`src/design/ptg_pkg.sv`:
```
// ----------------------------------------------------------------------------
// ptg_pkg: shared types and constants of the padded tile gather generator
// Tile geometry, processing element count, field widths, configuration
// register indexes and the structs passed between the walker and the
// address pipeline.
// ----------------------------------------------------------------------------
package ptg_pkg;

  // tile geometry and processing element count
  localparam int TILE_DEPTH = 16;
  localparam int TILE_SIDE  = 16;
  localparam int NUM_PE     = 2;

  // configuration ceilings
  localparam int MAX_CHANNELS = 1024;
  localparam int MAX_MAP      = 256;

  // configuration and field widths
  localparam int CFG_W   = 11;  // channel registers and write data
  localparam int MAP_W   = 9;   // map side length
  localparam int CH_W    = 10;  // channel index
  localparam int BASE_W  = 9;   // row and column tile bases
  localparam int POS_W   = 9;   // row and column positions, stored plus one
  localparam int COORD_W = $clog2(MAX_MAP);  // in-map row or column
  localparam int ADDR_W  = 26;

  // widths for the walker's compare arithmetic
  localparam int CH_CALC_W = 12;
  localparam int SP_CALC_W = 11;
  localparam int PE_W      = $clog2(NUM_PE + 1);
  localparam int REP_W     = $clog2(TILE_DEPTH + 1);

  // widths of the address products
  localparam int CHL_W  = CH_W + MAP_W;
  localparam int RC_W   = COORD_W + MAP_W;
  localparam int PROD_W = CHL_W + MAP_W;

  // configuration register indexes
  typedef enum logic [1:0] {
    CFG_MODE         = 2'd0,
    CFG_CHANNELS_IN  = 2'd1,
    CFG_CHANNELS_OUT = 2'd2,
    CFG_MAP_LENGTH   = 2'd3
  } ptg_cfg_idx_e;

  // configuration after clamping to the supported range
  typedef struct packed {
    logic             mode;
    logic [CFG_W-1:0] ch_in;
    logic [CFG_W-1:0] ch_out;
    logic [MAP_W-1:0] map_len;
  } ptg_cfg_t;

  // one walk entry, coordinates zero for pad and invalid entries
  typedef struct packed {
    logic               entry_valid;
    logic               pad;
    logic               seg_end;
    logic               last;
    logic [CH_W-1:0]    chan;
    logic [COORD_W-1:0] row;
    logic [COORD_W-1:0] col;
  } ptg_entry_t;

endpackage

```
`src/design/ptg_walker.sv`:
```
// ----------------------------------------------------------------------------
// ptg_walker: tile walk counters
// Holds the nested tile and position counters, steps them once per input
// transfer and registers the resulting entry for the address pipeline.
// ----------------------------------------------------------------------------
module ptg_walker
  import ptg_pkg::*;
(
  input  logic       clk_i,
  input  logic       rst_ni,
  input  ptg_cfg_t   cfg_i,
  input  logic       in_valid_i,
  output logic       in_ready_o,
  input  logic       restart_i,
  output logic       s1_valid_o,
  input  logic       s1_ready_i,
  output ptg_entry_t s1_entry_o
);

  // walk state, positions stored plus one so the halo column is zero
  logic [PE_W-1:0]   pe_q, pe_d, e_pe;
  logic [CH_W-1:0]   ctb_q, ctb_d, e_ctb;
  logic [BASE_W-1:0] rtb_q, rtb_d, e_rtb;
  logic [BASE_W-1:0] cbase_q, cbase_d, e_cbase;
  logic [REP_W-1:0]  rep_q, rep_d, e_rep;
  logic [CH_W-1:0]   cp_q, cp_d, e_cp;
  logic [POS_W-1:0]  rowb_q, rowb_d, e_rowb;
  logic [POS_W-1:0]  colb_q, colb_d, e_colb;
  logic              done_q, done_d, e_done;

  logic                 in_fire;
  logic                 s1_valid_q;
  ptg_entry_t           s1_q, s1_d;

  logic [CFG_W-1:0]     dout_cap;
  logic [REP_W-1:0]     reps, rep_inc;
  logic [PE_W-1:0]      pe_inc;
  logic [CH_CALC_W-1:0] dpe, seg_lo, seg_hi, chan_end, ctb_inc, ch_inc, t_ctb;
  logic [SP_CALC_W-1:0] map_l, row_end, col_end, rtb_inc, cb_inc;
  logic [SP_CALC_W-1:0] row_x, col_x, row_inc, col_inc, t_rtb, t_cbase;
  logic [POS_W-1:0]     row_m1, col_m1;
  logic                 ok, pad, step, next_tile, seg_end, last;

  assign in_fire    = in_valid_i && in_ready_o;
  assign in_ready_o = !s1_valid_q || s1_ready_i;

  // restart overrides the stored walk
  always_comb begin
    if (restart_i) begin
      e_pe    = '0;
      e_ctb   = '0;
      e_rtb   = '0;
      e_cbase = '0;
      e_rep   = '0;
      e_cp    = '0;
      e_rowb  = '0;
      e_colb  = '0;
      e_done  = 1'b0;
    end else begin
      e_pe    = pe_q;
      e_ctb   = ctb_q;
      e_rtb   = rtb_q;
      e_cbase = cbase_q;
      e_rep   = rep_q;
      e_cp    = cp_q;
      e_rowb  = rowb_q;
      e_colb  = colb_q;
      e_done  = done_q;
    end
  end

  // sequence bounds
  always_comb begin
    dout_cap = (cfg_i.ch_out < CFG_W'(TILE_DEPTH)) ? cfg_i.ch_out : CFG_W'(TILE_DEPTH);
    reps     = REP_W'(dout_cap / NUM_PE);
    dpe      = CH_CALC_W'(cfg_i.ch_in / NUM_PE);
    pe_inc   = e_pe + PE_W'(1);
    seg_lo   = cfg_i.mode ? CH_CALC_W'(e_pe) * dpe : '0;
    seg_hi   = cfg_i.mode ? CH_CALC_W'(pe_inc) * dpe : CH_CALC_W'(cfg_i.ch_in);
    map_l    = SP_CALC_W'(cfg_i.map_len);
    ctb_inc  = CH_CALC_W'(e_ctb) + CH_CALC_W'(TILE_DEPTH);
    rtb_inc  = SP_CALC_W'(e_rtb) + SP_CALC_W'(TILE_SIDE);
    cb_inc   = SP_CALC_W'(e_cbase) + SP_CALC_W'(TILE_SIDE);
    chan_end = (ctb_inc < seg_hi) ? ctb_inc : seg_hi;
    row_end  = (rtb_inc < map_l) ? rtb_inc : map_l;
    col_end  = (cb_inc < map_l) ? cb_inc : map_l;
    row_x    = SP_CALC_W'(e_rowb);
    col_x    = SP_CALC_W'(e_colb);
  end

  // the current state must lie inside the configured walk
  always_comb begin
    ok = (map_l != '0) && (seg_lo < seg_hi)
         && (CH_CALC_W'(e_ctb) >= seg_lo) && (CH_CALC_W'(e_ctb) < seg_hi)
         && (SP_CALC_W'(e_rtb) < map_l) && (SP_CALC_W'(e_cbase) < map_l)
         && (cfg_i.mode ? (e_pe < PE_W'(NUM_PE)) : (e_rep < reps))
         && (e_cp >= e_ctb) && (CH_CALC_W'(e_cp) < chan_end)
         && (row_x >= SP_CALC_W'(e_rtb)) && (row_x <= row_end + SP_CALC_W'(1))
         && (col_x >= SP_CALC_W'(e_cbase)) && (col_x <= col_end + SP_CALC_W'(1));
    step = !e_done && ok;
    pad  = (row_x == '0) || (row_x > map_l) || (col_x == '0) || (col_x > map_l);
  end

  // advance column, row, channel, repeat, then tile
  always_comb begin
    col_inc   = col_x + SP_CALC_W'(1);
    row_inc   = row_x + SP_CALC_W'(1);
    ch_inc    = CH_CALC_W'(e_cp) + CH_CALC_W'(1);
    rep_inc   = e_rep + REP_W'(1);
    t_ctb     = CH_CALC_W'(e_ctb);
    t_rtb     = SP_CALC_W'(e_rtb);
    t_cbase   = SP_CALC_W'(e_cbase);
    next_tile = 1'b0;
    seg_end   = 1'b0;
    last      = 1'b0;
    pe_d      = e_pe;
    ctb_d     = e_ctb;
    rtb_d     = e_rtb;
    cbase_d   = e_cbase;
    rep_d     = e_rep;
    cp_d      = e_cp;
    rowb_d    = e_rowb;
    colb_d    = e_colb;
    if (step) begin
      if (col_inc > col_end + SP_CALC_W'(1)) begin
        colb_d = POS_W'(e_cbase);
        if (row_inc > row_end + SP_CALC_W'(1)) begin
          rowb_d = POS_W'(e_rtb);
          if (ch_inc >= chan_end) begin
            cp_d      = e_ctb;
            next_tile = 1'b1;
            if (!cfg_i.mode) begin
              if (rep_inc >= reps) begin
                rep_d = '0;
              end else begin
                rep_d     = rep_inc;
                next_tile = 1'b0;
              end
            end
          end else begin
            cp_d = CH_W'(ch_inc);
          end
        end else begin
          rowb_d = POS_W'(row_inc);
        end
      end else begin
        colb_d = POS_W'(col_inc);
      end
    end
    // move on to the next tile
    if (next_tile) begin
      if (cb_inc >= map_l) begin
        t_cbase = '0;
        if (rtb_inc >= map_l) begin
          t_rtb = '0;
          t_ctb = ctb_inc;
          if (ctb_inc >= seg_hi) begin
            if (!cfg_i.mode) begin
              last = 1'b1;
            end else begin
              seg_end = 1'b1;
              pe_d    = pe_inc;
              if (pe_inc >= PE_W'(NUM_PE)) begin
                last = 1'b1;
              end else begin
                t_ctb = seg_hi;
              end
            end
          end
        end else begin
          t_rtb = rtb_inc;
        end
      end else begin
        t_cbase = cb_inc;
      end
      ctb_d   = CH_W'(t_ctb);
      rtb_d   = BASE_W'(t_rtb);
      cbase_d = BASE_W'(t_cbase);
      cp_d    = CH_W'(t_ctb);
      rowb_d  = POS_W'(t_rtb);
      colb_d  = POS_W'(t_cbase);
    end
    done_d = e_done || !ok || last;
  end

  // entry for the address pipeline
  always_comb begin
    row_m1            = e_rowb - POS_W'(1);
    col_m1            = e_colb - POS_W'(1);
    s1_d.entry_valid  = step;
    s1_d.pad          = step && pad;
    s1_d.seg_end      = step && seg_end;
    s1_d.last         = step && last;
    s1_d.chan         = (step && !pad) ? e_cp : '0;
    s1_d.row          = (step && !pad) ? row_m1[COORD_W-1:0] : '0;
    s1_d.col          = (step && !pad) ? col_m1[COORD_W-1:0] : '0;
  end

  // walk state registers
  always_ff @(posedge clk_i or negedge rst_ni) begin
    if (!rst_ni) begin
      pe_q    <= '0;
      ctb_q   <= '0;
      rtb_q   <= '0;
      cbase_q <= '0;
      rep_q   <= '0;
      cp_q    <= '0;
      rowb_q  <= '0;
      colb_q  <= '0;
      done_q  <= 1'b0;
    end else if (in_fire) begin
      pe_q    <= pe_d;
      ctb_q   <= ctb_d;
      rtb_q   <= rtb_d;
      cbase_q <= cbase_d;
      rep_q   <= rep_d;
      cp_q    <= cp_d;
      rowb_q  <= rowb_d;
      colb_q  <= colb_d;
      done_q  <= done_d;
    end
  end

  // entry stage valid
  always_ff @(posedge clk_i or negedge rst_ni) begin
    if (!rst_ni) begin
      s1_valid_q <= 1'b0;
    end else if (in_ready_o) begin
      s1_valid_q <= in_valid_i;
    end
  end

  // entry stage payload
  always_ff @(posedge clk_i) begin
    if (in_fire) begin
      s1_q <= s1_d;
    end
  end

  assign s1_valid_o = s1_valid_q;
  assign s1_entry_o = s1_q;

  // a final entry leaves the walk finished
  a_last_sets_done: assert property (@(posedge clk_i) disable iff (!rst_ni)
    in_fire && s1_d.last |=> done_q)
    else $error("walk not finished after final entry");

  // a finished walk stays finished until restarted
  a_done_sticky: assert property (@(posedge clk_i) disable iff (!rst_ni)
    in_fire && e_done |=> done_q)
    else $error("finished walk resumed without restart");

  // segment ends only come from the per-PE walk
  a_seg_end_mode: assert property (@(posedge clk_i) disable iff (!rst_ni)
    in_fire && s1_d.seg_end |-> cfg_i.mode)
    else $error("segment end outside per-PE mode");

endmodule

```
`src/design/ptg_addr_pipe.sv`:
```
// ----------------------------------------------------------------------------
// ptg_addr_pipe: word address pipeline
// Forms channel*L*L + row*L + col over two registered stages, two
// multiplications in the first stage and one in the second, and holds the result for the output transfer.
// ----------------------------------------------------------------------------
module ptg_addr_pipe
  import ptg_pkg::*;
(
  input  logic              clk_i,
  input  logic              rst_ni,
  input  logic [MAP_W-1:0]  map_len_i,
  input  logic              s1_valid_i,
  output logic              s1_ready_o,
  input  ptg_entry_t        s1_entry_i,
  output logic              out_valid_o,
  input  logic              out_ready_i,
  output logic [ADDR_W-1:0] word_address_o,
  output logic              pad_zero_o,
  output logic              segment_end_o,
  output logic              sequence_last_o,
  output logic              entry_valid_o
);

  logic              s2_valid_q, s2_ready;
  logic              s2_ev_q, s2_pad_q, s2_seg_q, s2_last_q;
  logic [CHL_W-1:0]  s2_chl_q, s2_chl_d;
  logic [RC_W-1:0]   s2_rc_q, s2_rc_d;
  logic              s3_valid_q, s3_ready;
  logic [ADDR_W-1:0] addr_q, addr_d;
  logic [PROD_W-1:0] prod;
  logic              ev_q, pad_q, seg_q, last_q;

  // stage handshakes
  assign s3_ready   = !s3_valid_q || out_ready_i;
  assign s2_ready   = !s2_valid_q || s3_ready;
  assign s1_ready_o = s2_ready;

  // channel and row partial products
  always_comb begin
    s2_chl_d = CHL_W'(s1_entry_i.chan) * CHL_W'(map_len_i);
    s2_rc_d  = RC_W'(s1_entry_i.row) * RC_W'(map_len_i) + RC_W'(s1_entry_i.col);
  end

  // channel plane offset and final sum
  always_comb begin
    prod   = PROD_W'(s2_chl_q) * PROD_W'(map_len_i);
    addr_d = prod[ADDR_W-1:0] + ADDR_W'(s2_rc_q);
  end

  // stage valids
  always_ff @(posedge clk_i or negedge rst_ni) begin
    if (!rst_ni) begin
      s2_valid_q <= 1'b0;
      s3_valid_q <= 1'b0;
    end else begin
      if (s2_ready) begin
        s2_valid_q <= s1_valid_i;
      end
      if (s3_ready) begin
        s3_valid_q <= s2_valid_q;
      end
    end
  end

  // stage payloads
  always_ff @(posedge clk_i) begin
    if (s2_ready && s1_valid_i) begin
      s2_ev_q   <= s1_entry_i.entry_valid;
      s2_pad_q  <= s1_entry_i.pad;
      s2_seg_q  <= s1_entry_i.seg_end;
      s2_last_q <= s1_entry_i.last;
      s2_chl_q  <= s2_chl_d;
      s2_rc_q   <= s2_rc_d;
    end
    if (s3_ready && s2_valid_q) begin
      ev_q   <= s2_ev_q;
      pad_q  <= s2_pad_q;
      seg_q  <= s2_seg_q;
      last_q <= s2_last_q;
      addr_q <= addr_d;
    end
  end

  assign out_valid_o     = s3_valid_q;
  assign word_address_o  = addr_q;
  assign pad_zero_o      = pad_q;
  assign segment_end_o   = seg_q;
  assign sequence_last_o = last_q;
  assign entry_valid_o   = ev_q;

  // pad entries carry a zero address
  a_pad_zero_addr: assert property (@(posedge clk_i) disable iff (!rst_ni)
    out_valid_o && pad_zero_o |-> word_address_o == '0)
    else $error("pad entry with nonzero address");

  // an entry past the end carries nothing
  a_invalid_empty: assert property (@(posedge clk_i) disable iff (!rst_ni)
    out_valid_o && !entry_valid_o |-> !pad_zero_o && !segment_end_o
      && !sequence_last_o && word_address_o == '0)
    else $error("invalid entry with fields set");

  // a stalled result stays offered and unchanged
  a_out_hold: assert property (@(posedge clk_i) disable iff (!rst_ni)
    out_valid_o && !out_ready_i |=> out_valid_o && $stable(word_address_o)
      && $stable(pad_zero_o) && $stable(segment_end_o)
      && $stable(sequence_last_o) && $stable(entry_valid_o))
    else $error("result changed while stalled");

endmodule

```
`src/design/padded_tile_gather_address_gen.sv`:
```
// ----------------------------------------------------------------------------
// padded_tile_gather_address_gen: halo-padded 16x16 tile gather addresses
// Pipeline: a result passes through the entry, partial product and address
//   registers and is held in the last until its output transfer.
// Throughput: one transfer per cycle while the output is not stalled.
// Reset: walk restarts from the first entry, configuration returns to
//   mode 0, 32 input and output channels, map side 112; pipeline empty.
// ----------------------------------------------------------------------------
module padded_tile_gather_address_gen
  import ptg_pkg::*;
(
  input  logic              clk_i,
  input  logic              rst_ni,
  input  logic              cfg_we_i,
  input  logic [1:0]        cfg_index_i,
  input  logic [CFG_W-1:0]  cfg_data_i,
  input  logic              in_valid_i,
  output logic              in_ready_o,
  input  logic              restart_i,
  output logic              out_valid_o,
  input  logic              out_ready_i,
  output logic [ADDR_W-1:0] word_address_o,
  output logic              pad_zero_o,
  output logic              segment_end_o,
  output logic              sequence_last_o,
  output logic              entry_valid_o
);

  logic             mode_q;
  logic [CFG_W-1:0] ch_in_q, ch_out_q;
  logic [MAP_W-1:0] map_len_q;
  ptg_cfg_t         cfg;
  logic             s1_valid, s1_ready;
  ptg_entry_t       s1_entry;

  // configuration registers
  always_ff @(posedge clk_i or negedge rst_ni) begin
    if (!rst_ni) begin
      mode_q    <= 1'b0;
      ch_in_q   <= CFG_W'(32);
      ch_out_q  <= CFG_W'(32);
      map_len_q <= MAP_W'(112);
    end else if (cfg_we_i) begin
      case (ptg_cfg_idx_e'(cfg_index_i))
        CFG_MODE:         mode_q    <= cfg_data_i[0];
        CFG_CHANNELS_IN:  ch_in_q   <= cfg_data_i;
        CFG_CHANNELS_OUT: ch_out_q  <= cfg_data_i;
        CFG_MAP_LENGTH:   map_len_q <= cfg_data_i[MAP_W-1:0];
        default:          mode_q    <= mode_q;
      endcase
    end
  end

  // clamp to the supported range
  always_comb begin
    cfg.mode    = mode_q;
    cfg.ch_in   = (ch_in_q > CFG_W'(MAX_CHANNELS)) ? CFG_W'(MAX_CHANNELS) : ch_in_q;
    cfg.ch_out  = (ch_out_q > CFG_W'(MAX_CHANNELS)) ? CFG_W'(MAX_CHANNELS) : ch_out_q;
    cfg.map_len = (map_len_q > MAP_W'(MAX_MAP)) ? MAP_W'(MAX_MAP) : map_len_q;
  end

  // tile walk
  ptg_walker u_walker (
    .clk_i      (clk_i),
    .rst_ni     (rst_ni),
    .cfg_i      (cfg),
    .in_valid_i (in_valid_i),
    .in_ready_o (in_ready_o),
    .restart_i  (restart_i),
    .s1_valid_o (s1_valid),
    .s1_ready_i (s1_ready),
    .s1_entry_o (s1_entry)
  );

  // address arithmetic and result register
  ptg_addr_pipe u_addr_pipe (
    .clk_i           (clk_i),
    .rst_ni          (rst_ni),
    .map_len_i       (cfg.map_len),
    .s1_valid_i      (s1_valid),
    .s1_ready_o      (s1_ready),
    .s1_entry_i      (s1_entry),
    .out_valid_o     (out_valid_o),
    .out_ready_i     (out_ready_i),
    .word_address_o  (word_address_o),
    .pad_zero_o      (pad_zero_o),
    .segment_end_o   (segment_end_o),
    .sequence_last_o (sequence_last_o),
    .entry_valid_o   (entry_valid_o)
  );

endmodule
```
`config.mk`:
```
export PLATFORM = sky130hd
export DESIGN_NAME = padded_tile_gather_address_gen
export DESIGN_NICKNAME = d
export VERILOG_FILES = /design/src/design/ptg_pkg.sv /design/src/design/ptg_walker.sv /design/src/design/ptg_addr_pipe.sv /design/src/design/padded_tile_gather_address_gen.sv
export SDC_FILE = /design/constraint.sdc
export NUM_CORES = 1
export LEC_CHECK = 0
export BUFFER_PORTS_ARGS = -buffer_cell sky130_fd_sc_hd__buf_2
export CAP_MARGIN = 20
export CORE_ASPECT_RATIO = 1.75
export CORE_MARGIN = 2
export CORE_UTILIZATION = 65
export DETAILED_ROUTE_END_ITERATION = 10
export MAX_ROUTING_LAYER = met4
export PLACE_DENSITY = 0.81
export SLEW_MARGIN = 10
export SYNTH_ARGS = -nofsm -noshare
export SYNTH_HDL_FRONTEND = slang
export SYNTH_SLANG_ARGS = --single-unit
```
`constraint.sdc`:
```
create_clock -name clk_i -period 11.2 [get_ports clk_i]
set_input_delay 1.12 -clock clk_i [delete_from_list [all_inputs] [get_ports clk_i]]
set_output_delay 1.12 -clock clk_i [all_outputs]
set_load 0.03 [all_outputs]
```
==> out/metrics.yaml <==
status:
  status: "completed"
timing:
  worst_slew_pin_slew_ps: 1100
  rsz0062_at_grt: "false"
  period_minus_slack_ps: 9150
  hold_viol: 0
  slew_viol_final: 0
  setup_viol: 0
  finalClockSkew_ps: 22.5
  max_freq_mhz: 109
  fin_setup_tns_ps: 0
  fin_crit_sh: 0.817
  max-slew-margin-rel: 0.264
  finalWorstSetupSlack_ps: 2050
  fin_hold_ws_ps: 430
yosys:
  synth_edf_count: 100
  synthTopCellsByArea: "fa_1, ha_1, edfxtp_1"
  yosys_warnings: 0
  ys_types: 90
  synthCells: 2978
  ys.flop_type: "edfxtp_1"
  syn_avg_cell_area_um2: 8.84
  yosysTopAreaCellShare: 0.183
  async_flop_share: 0.495
  synth_area_um2: 26300
  seq_area_frac_synth: 0.208
  synth_seq_cells: 198
  synth_top_area_cell: "fa_1"
route:
  wire_per_inst_um: 22.7
  drc: 0
  vias: 22100
  wl_met3_mm: 3.60
  wirelength_mm: 79.1
  wl_met1_mm: 25.3
  wl_met2_mm: 41.7
  routed.top_layer: "met4"
  drt_iter0_markers: 1270
  first_pass_iters: 5
  viasPerCell: 6.36
  antenna_left: 0
cells_and_area:
  drive_above_1_share: 0.0677
  finalNonFillerCells: 3477
  syn2layout_area_growth_pct: 5.35
  nFillCells: 3183
  antennaDiodeCount: 0
  final_cell_area_um2: 27700
  num-nets-final: 3568
  final_util: 0.692
clock_tree:
  clock_tree.buffer_depth: 2
  clock_latency_ps: 500
  cts_setup_buffers: 0
  htree_levels: 4
  ctsResizeCount: 0
  clkTransAtPathRegs_ps: 100
  clock-sinks: 198
  cts_buffers: 17
  cts-root-buf: "clkbuf_16"
  tritoncts: "done"
  ctsHoldBuffers: 0
critical_path:
  cpMostUsedCell: "inv_1"
  worst_path_largest_cell_delay_ps: 840
  critPathLaunchType: "flip-flop"
  critPathMaxFanout: 48
  crit_path_end_kind: "flip-flop"
  worstPathArrival_ps: 9370
  required_ps: 11420
  critPathKind: "flip-flop to flip-flop"
  crit_path_top_delay_cell: "inv_1"
  reg2reg_slack_ps: 2050
worst_hold_path:
  hold_class: "flip-flop to flip-flop"
grt:
  grt-ovfl-total: 0
  track_usage: 0.396
  grt_pass1_wl_mm: 124
  grt_max_degree: 74
  grt_pass1_vias: 23800
  antenna_found_initial: 0
placement:
  finalWeightedCongestion: 1.02
  post-place-ws_ps: 1760
  dp_hpwl_mm: 62.9
  port_buffers: 50
  dp.cells: 3444
  place_area_um2: 27100
power:
  power_mw: 7.34
  ir_drop_uv: 512
  leakagePower_nw: 13.6
  p_per_area_nw_per_um2: 265
die:
  die_area_um2: 42200
  die_x_um: 156
  die_h_um: 270
  num_rows: 97
  io_pins: 51
  design.core.area_um2: 40100
  initial_core_util: 0.657
job:
  drv_cap: 0
==> critical path, delay by kind of cell, from the launching register on <==
family                   cells  cell delay, ps
AO/OA/AOI/OAI               10            3330
adder cells (fa/ha/maj)      6            2440
buffers and inverters        7            2160
AND/OR/NAND/NOR              3             500
flip-flops                   1             400
==> metal layers <==
metal | up-vias | GRT usage
met5 | - | -
met4 | 0 | 0.356
met3 | 432 | 0.0523
met2 | 934 | 0.708
met1 | 10700 | 0.357
li1 | 9988 | -
==> cell families (layout without fill, tap and decap cells) <==
| family | after synthesis | after routing | share of synthesized area |
|---|---|---|---|
| mux | 62 | 62 | 0.0252 |
| compound gates | 496 | 496 | 0.125 |
| flops | 198 | 198 | 0.208 |
| other cells | 1 | 2 | 0.000142 |
| simple gates | 1029 | 1029 | 0.188 |
| buf+inv | 495 | 498 | 0.0712 |
| fa+ha+maj | 580 | 580 | 0.344 |
| xor+xnor | 117 | 117 | 0.0392 |
==> placed cells by master (no fill, tap or decap), types with 16 or more instances in the layout <==
master     netlist  layout
nand2_1        398     398
a22o_1          16      16
nor2b_1         58      51
a21o_1          37      37
xor2_1          37      37
dfrtp_1         93      92
mux2i_1         27      27
buf_4            1      49
and3_1          28      28
edfxtp_1       100     100
inv_1          364     364
nand3_1         73      73
o21a_1          34      34
and2_1         129     127
buf_2            3      49
nand2b_1        30      30
nor2_1         188     188
xnor2_1         79      79
ha_1           339     339
o31ai_1         17      17
a21oi_1        111     111
a31oi_1         24      24
nor3_1          46      46
nand4_1         17      17
a211oi_1        19      19
mux2_2          35      35
clkbuf_16        0      18
fa_1           241     241
o21ai_0        111     110
==> cells in the mapped netlist (8+ instances only) <==
master / count
a211oi_1: 19
inv_1: 364
clkbuf_1: 92
buf_1: 30
o2bb2ai_1: 11
a22o_1: 16
nand4_1: 17
o21ai_0: 111
nor4_1: 14
nand2_1: 398
nand2b_1: 30
mux2i_1: 27
or3_1: 8
edfxtp_1: 100
dfrtp_1: 93
nor3_1: 46
and2_1: 129
ha_1: 339
a21oi_1: 111
o21a_1: 34
xor2_1: 37
nand3_1: 73
a21o_1: 37
nor2_1: 188
or4_1: 8
mux2_2: 35
xnor2_1: 79
nor2b_1: 58
a31oi_1: 24
o21bai_1: 11
a22oi_1: 8
o31ai_1: 17
and3_1: 28
fa_1: 241
a21boi_0: 9
o211ai_1: 15
==> flip-flops by register name (all words and copies together) (netlist names), 9 cells and up <==
name / flops
u_addr_pipe.s2_rc_q: 17
u_walker.cbase_q: 9
u_walker.colb_q: 9
u_walker.rowb_q: 9
u_walker.rtb_q: 9
map_len_q: 9
ch_in_q: 11
u_walker.cp_q: 10
u_walker.ctb_q: 10
u_addr_pipe.word_address_o: 26
u_addr_pipe.s2_chl_q: 19
ch_out_q: 10
u_walker.s1_entry_o: 30
==> power breakdown <==
group          switching (mW)  total (mW)  internal (mW)
sequential              0.155        1.31           1.16
clock                   0.365       0.688          0.323
combinational            3.17        5.34           2.17
==> worst paths after layout <==
check / to / depth (start not counted) / startpoint
setup / recovery: u_addr_pipe.word_address_o[23] / 26 / map_len_q[8]
hold / removal: u_addr_pipe.sequence_last_o / 0 / u_addr_pipe.s2_last_q
setup reg to reg: u_addr_pipe.word_address_o[23] / 26 / map_len_q[8]
hold reg to reg: u_addr_pipe.sequence_last_o / 0 / u_addr_pipe.s2_last_q
max in group asynchronous: map_len_q[8] / 2 / rst_ni
min in group asynchronous: u_walker.cp_q[2] / 1 / rst_ni
==> area by class of cell <==
class	instances	area, um^2	area share
multi-input cells	2286	19000	0.686
flip-flops and latches	198	5460	0.197
inverters	367	1380	0.0497
well taps	495	619	0.0223
repair buffers	99	618	0.0223
clock buffers	18	450	0.0162
clock inverters	14	188	0.00677
Power figures use the tool's default switching activity.
